==> config.mk <==
export PLATFORM = sky130hd
export DESIGN_NAME = trng_debias_mix_fifo
export DESIGN_NICKNAME = d
export VERILOG_FILES = /design/src/tdmf_pkg.sv /design/src/trng_debias_mix_fifo.sv
export SDC_FILE = /design/constraint.sdc
export NUM_CORES = 2
export LEC_CHECK = 0
export ABC_AREA = 1
export BUFFER_PORTS_ARGS = -buffer_cell sky130_fd_sc_hd__buf_2
export CAP_MARGIN = 30
export CELL_PAD_IN_SITES_DETAIL_PLACEMENT = 1
export CELL_PAD_IN_SITES_GLOBAL_PLACEMENT = 1
export CORE_AREA = 3 3 420 464
export DETAILED_ROUTE_END_ITERATION = 12
export DIE_AREA = 0 0 423 467
export PLACE_DENSITY_LB_ADDON = 0.1
export SYNTH_ARGS = -nofsm -noshare
export SYNTH_HDL_FRONTEND = slang
export SYNTH_SLANG_ARGS = --single-unit
==> constraint.sdc <==
create_clock -name clk -period 13 [get_ports clk]
set_input_delay 2.6 -clock clk [delete_from_list [all_inputs] [get_ports clk]]
set_output_delay 2.6 -clock clk [all_outputs]
set_load 0.01 [all_outputs]
==> src/tdmf_pkg.sv <==
package tdmf_pkg;

	// ring storage and pointer widths
	localparam int RING_DEPTH = 32;
	localparam int IDX_W      = $clog2(RING_DEPTH);
	localparam int SIZE_W     = 6;

	// conditioner constants
	localparam logic [63:0] FNV_BASIS   = 64'hcbf2_9ce4_8422_2325;
	localparam int          PRIME_SHIFT = 40;
	localparam logic [8:0]  PRIME_LOW   = 9'h1b3;
	localparam int          WORD_BITS   = 64;
	localparam int          BATCH_MIXES = 8;
	localparam int          CNT_W       = $clog2(WORD_BITS);
	localparam int          ROUND_W     = $clog2(BATCH_MIXES);

	// input item kinds
	typedef enum logic [1:0] {
		KIND_SAMPLE = 2'd0,
		KIND_READ   = 2'd1,
		KIND_FLUSH  = 2'd2
	} kind_t;

	// field widths and stream widths
	localparam int IN_BITS   = 1 + 1 + 32 + 12;
	localparam int IN_TDATA  = ((IN_BITS + 7) / 8) * 8;
	localparam int OUT_BITS  = 32 + 1 + 1;
	localparam int OUT_TDATA = ((OUT_BITS + 7) / 8) * 8;

	// effective ring size: zero acts as one, clipped at the storage depth
	function automatic logic [SIZE_W-1:0] eff_size(input logic [SIZE_W-1:0] s);
		logic [SIZE_W-1:0] r;
		r = s;
		if (s == '0) begin
			r = SIZE_W'(1);
		end else if (s > SIZE_W'(RING_DEPTH)) begin
			r = SIZE_W'(RING_DEPTH);
		end
		return r;
	endfunction

	// index advance with wrap at the effective size
	function automatic logic [IDX_W-1:0] ring_next(input logic [IDX_W-1:0] idx,
		input logic [SIZE_W-1:0] size);
		logic [SIZE_W:0] nx;
		nx = (SIZE_W + 1)'(idx) + (SIZE_W + 1)'(1);
		return (nx >= (SIZE_W + 1)'(size)) ? '0 : nx[IDX_W-1:0];
	endfunction

endpackage

==> src/trng_debias_mix_fifo.sv <==
// channel   | signals                      | contents
// ----------+------------------------------+---------------------------------------
// in        | s_tvalid s_tready s_tdata    | tuser: kind; tdata: raw bits, time, adc
//           | s_tuser                      |
// out       | m_tvalid m_tready m_tdata    | tuser: read_valid; tdata: word, flags
//           | m_tuser                      |
// config    | cfg_we cfg_wdata             | ring_size, written any cycle it is high
//
// each item passes an input register, then one pass of debias, mix
// (xor, shift-and-add by the fnv prime) and ring update into the result register;
// a new item may enter the input register as the last one moves on, unless the result stalls
// arst_n clears pointers, flags and counters and loads the fnv basis into the accumulator;
// ring entries hold garbage until pushed
// a stalled result holds the input stage; the ring stays at 32 flop entries
module trng_debias_mix_fifo (
	input  logic                           clk,
	input  logic                           arst_n,
	input  logic                           cfg_we,
	input  logic [tdmf_pkg::SIZE_W-1:0]    cfg_wdata,
	input  logic                           s_tvalid,
	output logic                           s_tready,
	// raw_bit_first, raw_bit_second, time_ms[31:0], adc_sample[11:0], zero pad
	input  logic [tdmf_pkg::IN_TDATA-1:0]  s_tdata,
	// kind[1:0]
	input  logic [1:0]                     s_tuser,
	output logic                           m_tvalid,
	input  logic                           m_tready,
	// read_data[31:0], fifo_empty, fifo_full, zero pad
	output logic [tdmf_pkg::OUT_TDATA-1:0] m_tdata,
	// read_valid
	output logic                           m_tuser
);

	localparam int IW = tdmf_pkg::IDX_W;
	localparam int SW = tdmf_pkg::SIZE_W;

	// configuration register
	logic [SW-1:0] ring_size_q;

	always_ff @(posedge clk or negedge arst_n) begin
		if (!arst_n) begin
			ring_size_q <= SW'(tdmf_pkg::RING_DEPTH);
		end else if (cfg_we) begin
			ring_size_q <= cfg_wdata;
		end
	end

	// input stage
	logic                     valid_s1;
	tdmf_pkg::kind_t          kind_s1;
	logic                     bit_a_s1;
	logic                     bit_b_s1;
	logic [31:0]              time_s1;
	logic [11:0]              adc_s1;
	logic                     advance;

	assign advance  = !m_tvalid || m_tready;
	assign s_tready = !valid_s1 || advance;

	always_ff @(posedge clk or negedge arst_n) begin
		if (!arst_n) begin
			valid_s1 <= 1'b0;
		end else if (s_tready) begin
			valid_s1 <= s_tvalid;
		end
	end

	always_ff @(posedge clk) begin
		if (s_tready && s_tvalid) begin
			kind_s1  <= tdmf_pkg::kind_t'(s_tuser);
			bit_a_s1 <= s_tdata[0];
			bit_b_s1 <= s_tdata[1];
			time_s1  <= s_tdata[33:2];
			adc_s1   <= s_tdata[45:34];
		end
	end

	// conditioner and ring state
	logic [63:0]                    acc_q;
	logic [tdmf_pkg::ROUND_W-1:0]   round_q;
	logic [63:0]                    word_q;
	logic [tdmf_pkg::CNT_W-1:0]     count_q;
	logic [31:0]                    store_q [tdmf_pkg::RING_DEPTH];
	logic [IW-1:0]                  head_q;
	logic [IW-1:0]                  tail_q;
	logic                           full_q;
	logic                           empty_q;

	logic [SW-1:0]                  size_eff;
	logic [63:0]                    word_new;
	logic [63:0]                    mix_x;
	logic [63:0]                    mix_p;
	logic [IW-1:0]                  tail_1;
	logic [IW-1:0]                  tail_2;
	logic [IW-1:0]                  head_1;

	assign size_eff = tdmf_pkg::eff_size(ring_size_q);
	assign word_new = {word_q[62:0], bit_a_s1};
	assign tail_1   = tdmf_pkg::ring_next(tail_q, size_eff);
	assign tail_2   = tdmf_pkg::ring_next(tail_1, size_eff);
	assign head_1   = tdmf_pkg::ring_next(head_q, size_eff);

	// xor in the word, time and adc, then multiply by 2^40 + 0x1b3
	always_comb begin
		mix_x = ((round_q == '0) ? tdmf_pkg::FNV_BASIS : acc_q)
			^ word_new ^ 64'(time_s1) ^ 64'(adc_s1);
		mix_p = (mix_x << tdmf_pkg::PRIME_SHIFT) + (mix_x * 64'(tdmf_pkg::PRIME_LOW));
	end

	// next state and result for the item in the input stage
	logic                  take;
	logic                  word_done;
	logic                  batch_done;
	logic                  push_lo;
	logic                  push_hi;
	logic                  pop;
	logic                  flush;
	logic                  full_nx;
	logic                  empty_nx;
	logic [IW-1:0]         head_nx;
	logic [IW-1:0]         tail_nx;

	always_comb begin
		take       = 1'b0;
		pop        = 1'b0;
		flush      = 1'b0;
		case (kind_s1)
			tdmf_pkg::KIND_SAMPLE: take  = (bit_a_s1 != bit_b_s1);
			tdmf_pkg::KIND_READ:   pop   = !empty_q;
			tdmf_pkg::KIND_FLUSH:  flush = 1'b1;
			default: ;
		endcase
		word_done  = take && (count_q == '1);
		batch_done = word_done && (round_q == '1);
		push_lo    = batch_done && !full_q;
		push_hi    = push_lo && (tail_1 != head_q);

		head_nx  = head_q;
		tail_nx  = tail_q;
		full_nx  = full_q;
		empty_nx = empty_q;
		if (push_lo) begin
			empty_nx = 1'b0;
			if (push_hi) begin
				tail_nx = tail_2;
				full_nx = (tail_2 == head_q);
			end else begin
				tail_nx = tail_1;
				full_nx = 1'b1;
			end
		end
		if (pop) begin
			head_nx  = head_1;
			empty_nx = (head_1 == tail_q);
			full_nx  = 1'b0;
		end
		if (flush) begin
			head_nx  = tail_q;
			empty_nx = 1'b1;
			full_nx  = 1'b0;
		end
	end

	logic fire;

	assign fire = valid_s1 && advance;

	// control state update
	always_ff @(posedge clk or negedge arst_n) begin
		if (!arst_n) begin
			acc_q   <= tdmf_pkg::FNV_BASIS;
			round_q <= '0;
			word_q  <= '0;
			count_q <= '0;
			head_q  <= '0;
			tail_q  <= '0;
			full_q  <= 1'b0;
			empty_q <= 1'b1;
		end else if (fire) begin
			if (take) begin
				count_q <= count_q + 1'b1;
				word_q  <= word_done ? '0 : word_new;
			end
			if (word_done) begin
				acc_q   <= mix_p;
				round_q <= round_q + 1'b1;
			end
			head_q  <= head_nx;
			tail_q  <= tail_nx;
			full_q  <= full_nx;
			empty_q <= empty_nx;
		end
	end

	// ring entries
	always_ff @(posedge clk) begin
		if (fire && push_lo) begin
			store_q[tail_q] <= mix_p[31:0];
		end
		if (fire && push_hi) begin
			store_q[tail_1] <= mix_p[63:32];
		end
	end

	// result register
	always_ff @(posedge clk or negedge arst_n) begin
		if (!arst_n) begin
			m_tvalid <= 1'b0;
		end else if (advance) begin
			m_tvalid <= valid_s1;
		end
	end

	always_ff @(posedge clk) begin
		if (fire) begin
			m_tuser <= pop;
			m_tdata <= tdmf_pkg::OUT_TDATA'({full_nx, empty_nx,
				(pop ? store_q[head_q] : 32'd0)});
		end
	end

endmodule

After elaboration in Yosys (flattened, before gate mapping)
Memories as Yosys holds them, arrays and structs flattened. A register that Yosys moved wholly into a read port is not among the register bits.
Cells that the tools add are included.

word-level totals
  memories kept = 1
  register bits = 207
  word-level logic and storage cells = 88
  output and inout bits = 43
  input bits = 61
  RAM bits = 1024

memory list
  name     depth  bits a word  read ports  clocked after Yosys merged registers in  write ports  line                        RTL
  store_q  32     32           1           1                                        2            trng_debias_mix_fifo.sv:83  logic [31:0] store_q [tdmf_pkg::RING_DEPTH];

operators by class
  bitwise operators = 3
  multiplexer cells = 24
  multipliers = 1
  reductions and logical operators = 23
  equal/unequal tests = 8
  order comparisons = 4
  add/sub/neg operators = 6

operators by type and width
  kind                   number
  $add 64x64->64         1
  $mul 64x9->64 const B  1
  $mux 64                1
  $xor 64x12->64         1
  $xor 64x32->64         1
  $xor 64x64->64         1
  $mux 63                1
  $mux 5                 6
  $add 5x1->6 const B    3
  $ge 6x6->1             3
  $mux 1                 14
  $mux 6                 2
  $eq 5x5->1             2
  $logic_and 1x1->1      8
  $reduce_and 2->1       4
  $add 6x1->6 const B    1
  $eq 6x6->1 const B     1
  $gt 6x6->1 const B     1
  $logic_not 6->1        1
  $logic_not 1->1        5
  $ne 5x5->1             1
  $add 3x1->3 const B    1
  $eq 3x3->1 const B     1
  $logic_not 3->1        1
  other kinds (6)        7

Longest topological paths before layout
  word-level depth = 13
  depth in mapped cells = 34
  mapped depth without buffers = 33

Worst setup path before layout
OpenSTA, ideal clock, no wires.

  path kind = input -> register
  start = in m_tready
  end = mem store_q[0][0], enable pin
  path slack = 5854 ps
  arrival = 6680 ps
  setup time = 466 ps
  stages on the path = 8
  buffers on the path = 0
  cell sequence = inv_1 > nand2_1 > nand2_1 > inv_1 > nand2_1 > nor2_1 > nand2_1 > o21ai_0

RTL lines
  item         line                        RTL
  from (decl)  trng_debias_mix_fifo.sv:27  input logic m_tready,
  to (decl)    trng_debias_mix_fifo.sv:83

==> impl_metrics.json <==
{
  "ys_types": 52,
  "slew_violations": 0,
  "endpoint_kind": "flip-flop",
  "start_kind": "flip-flop",
  "routed_wl_um": 273700,
  "holdCritPathClass": "flip-flop to flip-flop",
  "cts_resized": 0,
  "synth.most_common_cell": "nand2_1",
  "arrival_ns": 9.32,
  "post_cts_buffers": 0,
  "final-setup-viol-count": 0,
  "cts_tree": "done",
  "port_buffers": 95,
  "rows": 168,
  "place_congestion": 0.9167,
  "period_needed_ns": 8.786,
  "status": "finished, final reports clean",
  "clk_pin_slew_ns": 0.06,
  "grt_max_degree": 189,
  "rsz0062_at_grt": "no",
  "hold_buffers": 0,
  "num-nets-final": 8296,
  "htree_levels": 4,
  "synthCells": 8032,
  "ys_async_sr_fraction_pct": 12.35,
  "start_util_pct": 38.96,
  "hold_viol_final": 0,
  "clock_latency_ns": 0.83,
  "vias_per_cell": 5.634,
  "io_pins": 104,
  "synth_common_cells": "1613 x nand2_1, 1523 x o21ai_0, 1107 x edfxtp_1",
  "synth_area_mm2": 0.07420,
  "grt_use_total_pct": 27.45,
  "clockRootBuffer": "clkbuf_16",
  "die_h_um": 467,
  "grt_pass1_vias": 61410,
  "overflow": 0,
  "antenna_found_initial": 6,
  "crit_required_ns": 13.53,
  "grt_pass1_wl_um": 403400,
  "tightest_slew_ns": 1.113,
  "setup_tns_ns": 0,
  "holdWs_ns": 0.4753,
  "wl_per_cell_um": 26.18,
  "cts_num_sinks": 1263,
  "dieArea_mm2": 0.1975,
  "fmax_ghz": 0.1138,
  "core-area_mm2": 0.1904,
  "slowest_delay_ns": 0.90,
  "synth_seq_cells": 1263,
  "drv_cap": 0,
  "synth-edff-count": 1107,
  "crit_fanout": 34,
  "path_delay_family": "adder cells",
  "first_pass_iters": 6,
  "cts_max_path_buffers": 3,
  "dp_hpwl_um": 176300,
  "slew_headroom_pct": 25.58,
  "yosys.area.top_type": "edfxtp_1",
  "synth_top_area_share_pct": 44.80,
  "drc": 0,
  "worst_clock_skew_ns": 0.03164,
  "final_layout_size_suffix_gt1_share_pct": 8.591,
  "syn-mean-instance-area_um2": 9.238,
  "synthTopCellsByArea": "edfxtp_1 45%, o21ai_0 10%, nand2_1 8.2%",
  "numCtsBuffers": 149,
  "min_period_over_period_pct": 67.58,
  "num_vias": 58900,
  "cpMostUsedCell": "nand2_1",
  "ant_nets": 0,
  "worst-path-buf-inv": 9,
  "initialDrtViolationCount": 4700,
  "critPathSlowestCell": "xnor2_1",
  "synth-seq-area-share_pct": 50.11,
  "final_util_pct": 43.25,
  "synthFlopType": "edfxtp_1",
  "syn2layout_area_growth_pct": 11.00,
  "ys_warn_count": 0,
  "dieWidth_um": 423,
  "worstSetupPathType": "flip-flop to flip-flop"
}
[kinds of logic (layout without fill, tap and decap cells)]
kind of cell / Yosys count / count (layout) / share of synthesized area (%)
compound gates: 2177 / 2177 / 16.25
buf+inv: 1356 / 1223 / 7.194
mux: 3 / 3 / 0.04553
fa+ha+maj: 447 / 447 / 10.05
flops: 1263 / 1263 / 50.11
other cells: 1 / 7 / 0.005054
xor+xnor: 189 / 189 / 2.231
simple gates: 2596 / 2596 / 14.11
[worst register-to-register path: cells and delay by family, from the launching register on]
family / cells / cell delay [ns]
buffers and inverters: 9 / 1.65
DFF: 1 / 0.35
xor gates and xnor gates: 2 / 1.08
adders and majority gates: 7 / 2.73
AOI/OAI and AO/OA: 1 / 0.30
and+or+nand+nor: 14 / 2.41
[final timing paths]
path / end / slack (ns) / startpoint / cells after the start
max in group asynchronous: head_q[3] / 10.03 / arst_n / 2
max: store_q[23][4] / 4.21 / round_q[0] / 33
min in group asynchronous: word_q[41] / 1.76 / arst_n / 1
min reg2reg: acc_q[2] / 0.48 / acc_q[2] / 2
min: acc_q[2] / 0.48 / acc_q[2] / 2
max reg2reg: store_q[23][4] / 4.21 / round_q[0] / 33
[metal layers]
metal / global-route usage [%] / share of wire (%) / wire length (um) / up-vias
met5: 0 / 0.0047 / 13 / -
met4: 9.307 / 3.4 / 9335 / 2
met3: 3.413 / 5.0 / 13740 / 420
met2: 47.99 / 50 / 136000 / 1653
met1: 35.17 / 42 / 114600 / 30000
li1: - / - / - / 26830
[metrics by stage]
stage	cell area (um2)	setup slack, ns	std cells
6_report	82360	4.214	10460
5_1_grt	82360	3.883	10460
3_3_place_gp	77340	4.395	10170
2_1_floorplan	74220	5.854	8037
4_1_cts	82320	4.257	10450
3_5_place_dp	77630	4.284	10190
[flip-flops by register name (all words and copies together) (netlist names), 2 cells and up]
name         flops
word_q          63
kind_s1          2
ring_size_q      6
count_q          6
m_tdata         34
store_q       1024
round_q          3
acc_q           64
head_q           5
time_s1         32
tail_q           5
adc_s1          12
[cells in the final DEF (no fill, tap or decap), types with 94 or more instances in the layout]
| master | instances |
|---|---|
| a21oi_1 | 99 |
| o221ai_1 | 256 |
| buf_4 | 148 |
| o21ai_1 | 198 |
| fa_1 | 248 |
| nand2_1 | 1611 |
| buf_2 | 94 |
| nor2_1 | 672 |
| edfxtp_1 | 1107 |
| dfrtp_1 | 121 |
| nand3_1 | 221 |
| inv_1 | 649 |
| ha_1 | 197 |
| o21ai_0 | 1491 |
| clkbuf_16 | 157 |
[layout make-up]
type | instances | area, um2
Timing Repair Buffer | 262 | 2003
Clock buffer | 204 | 4145
Tap cell | 2550 | 3191
Inverter | 694 | 2628
Antenna cell | 1 | 2.502
Multi-Input combinational cell | 5418 | 32650
Clock inverter | 63 | 541.8
Fill cell | 21530 | 108100
Sequential cell | 1263 | 37200
Power is left out: the tool's default activity adds up to more than one toggle a clock period on the data nets, which glitch-free logic cannot reach.
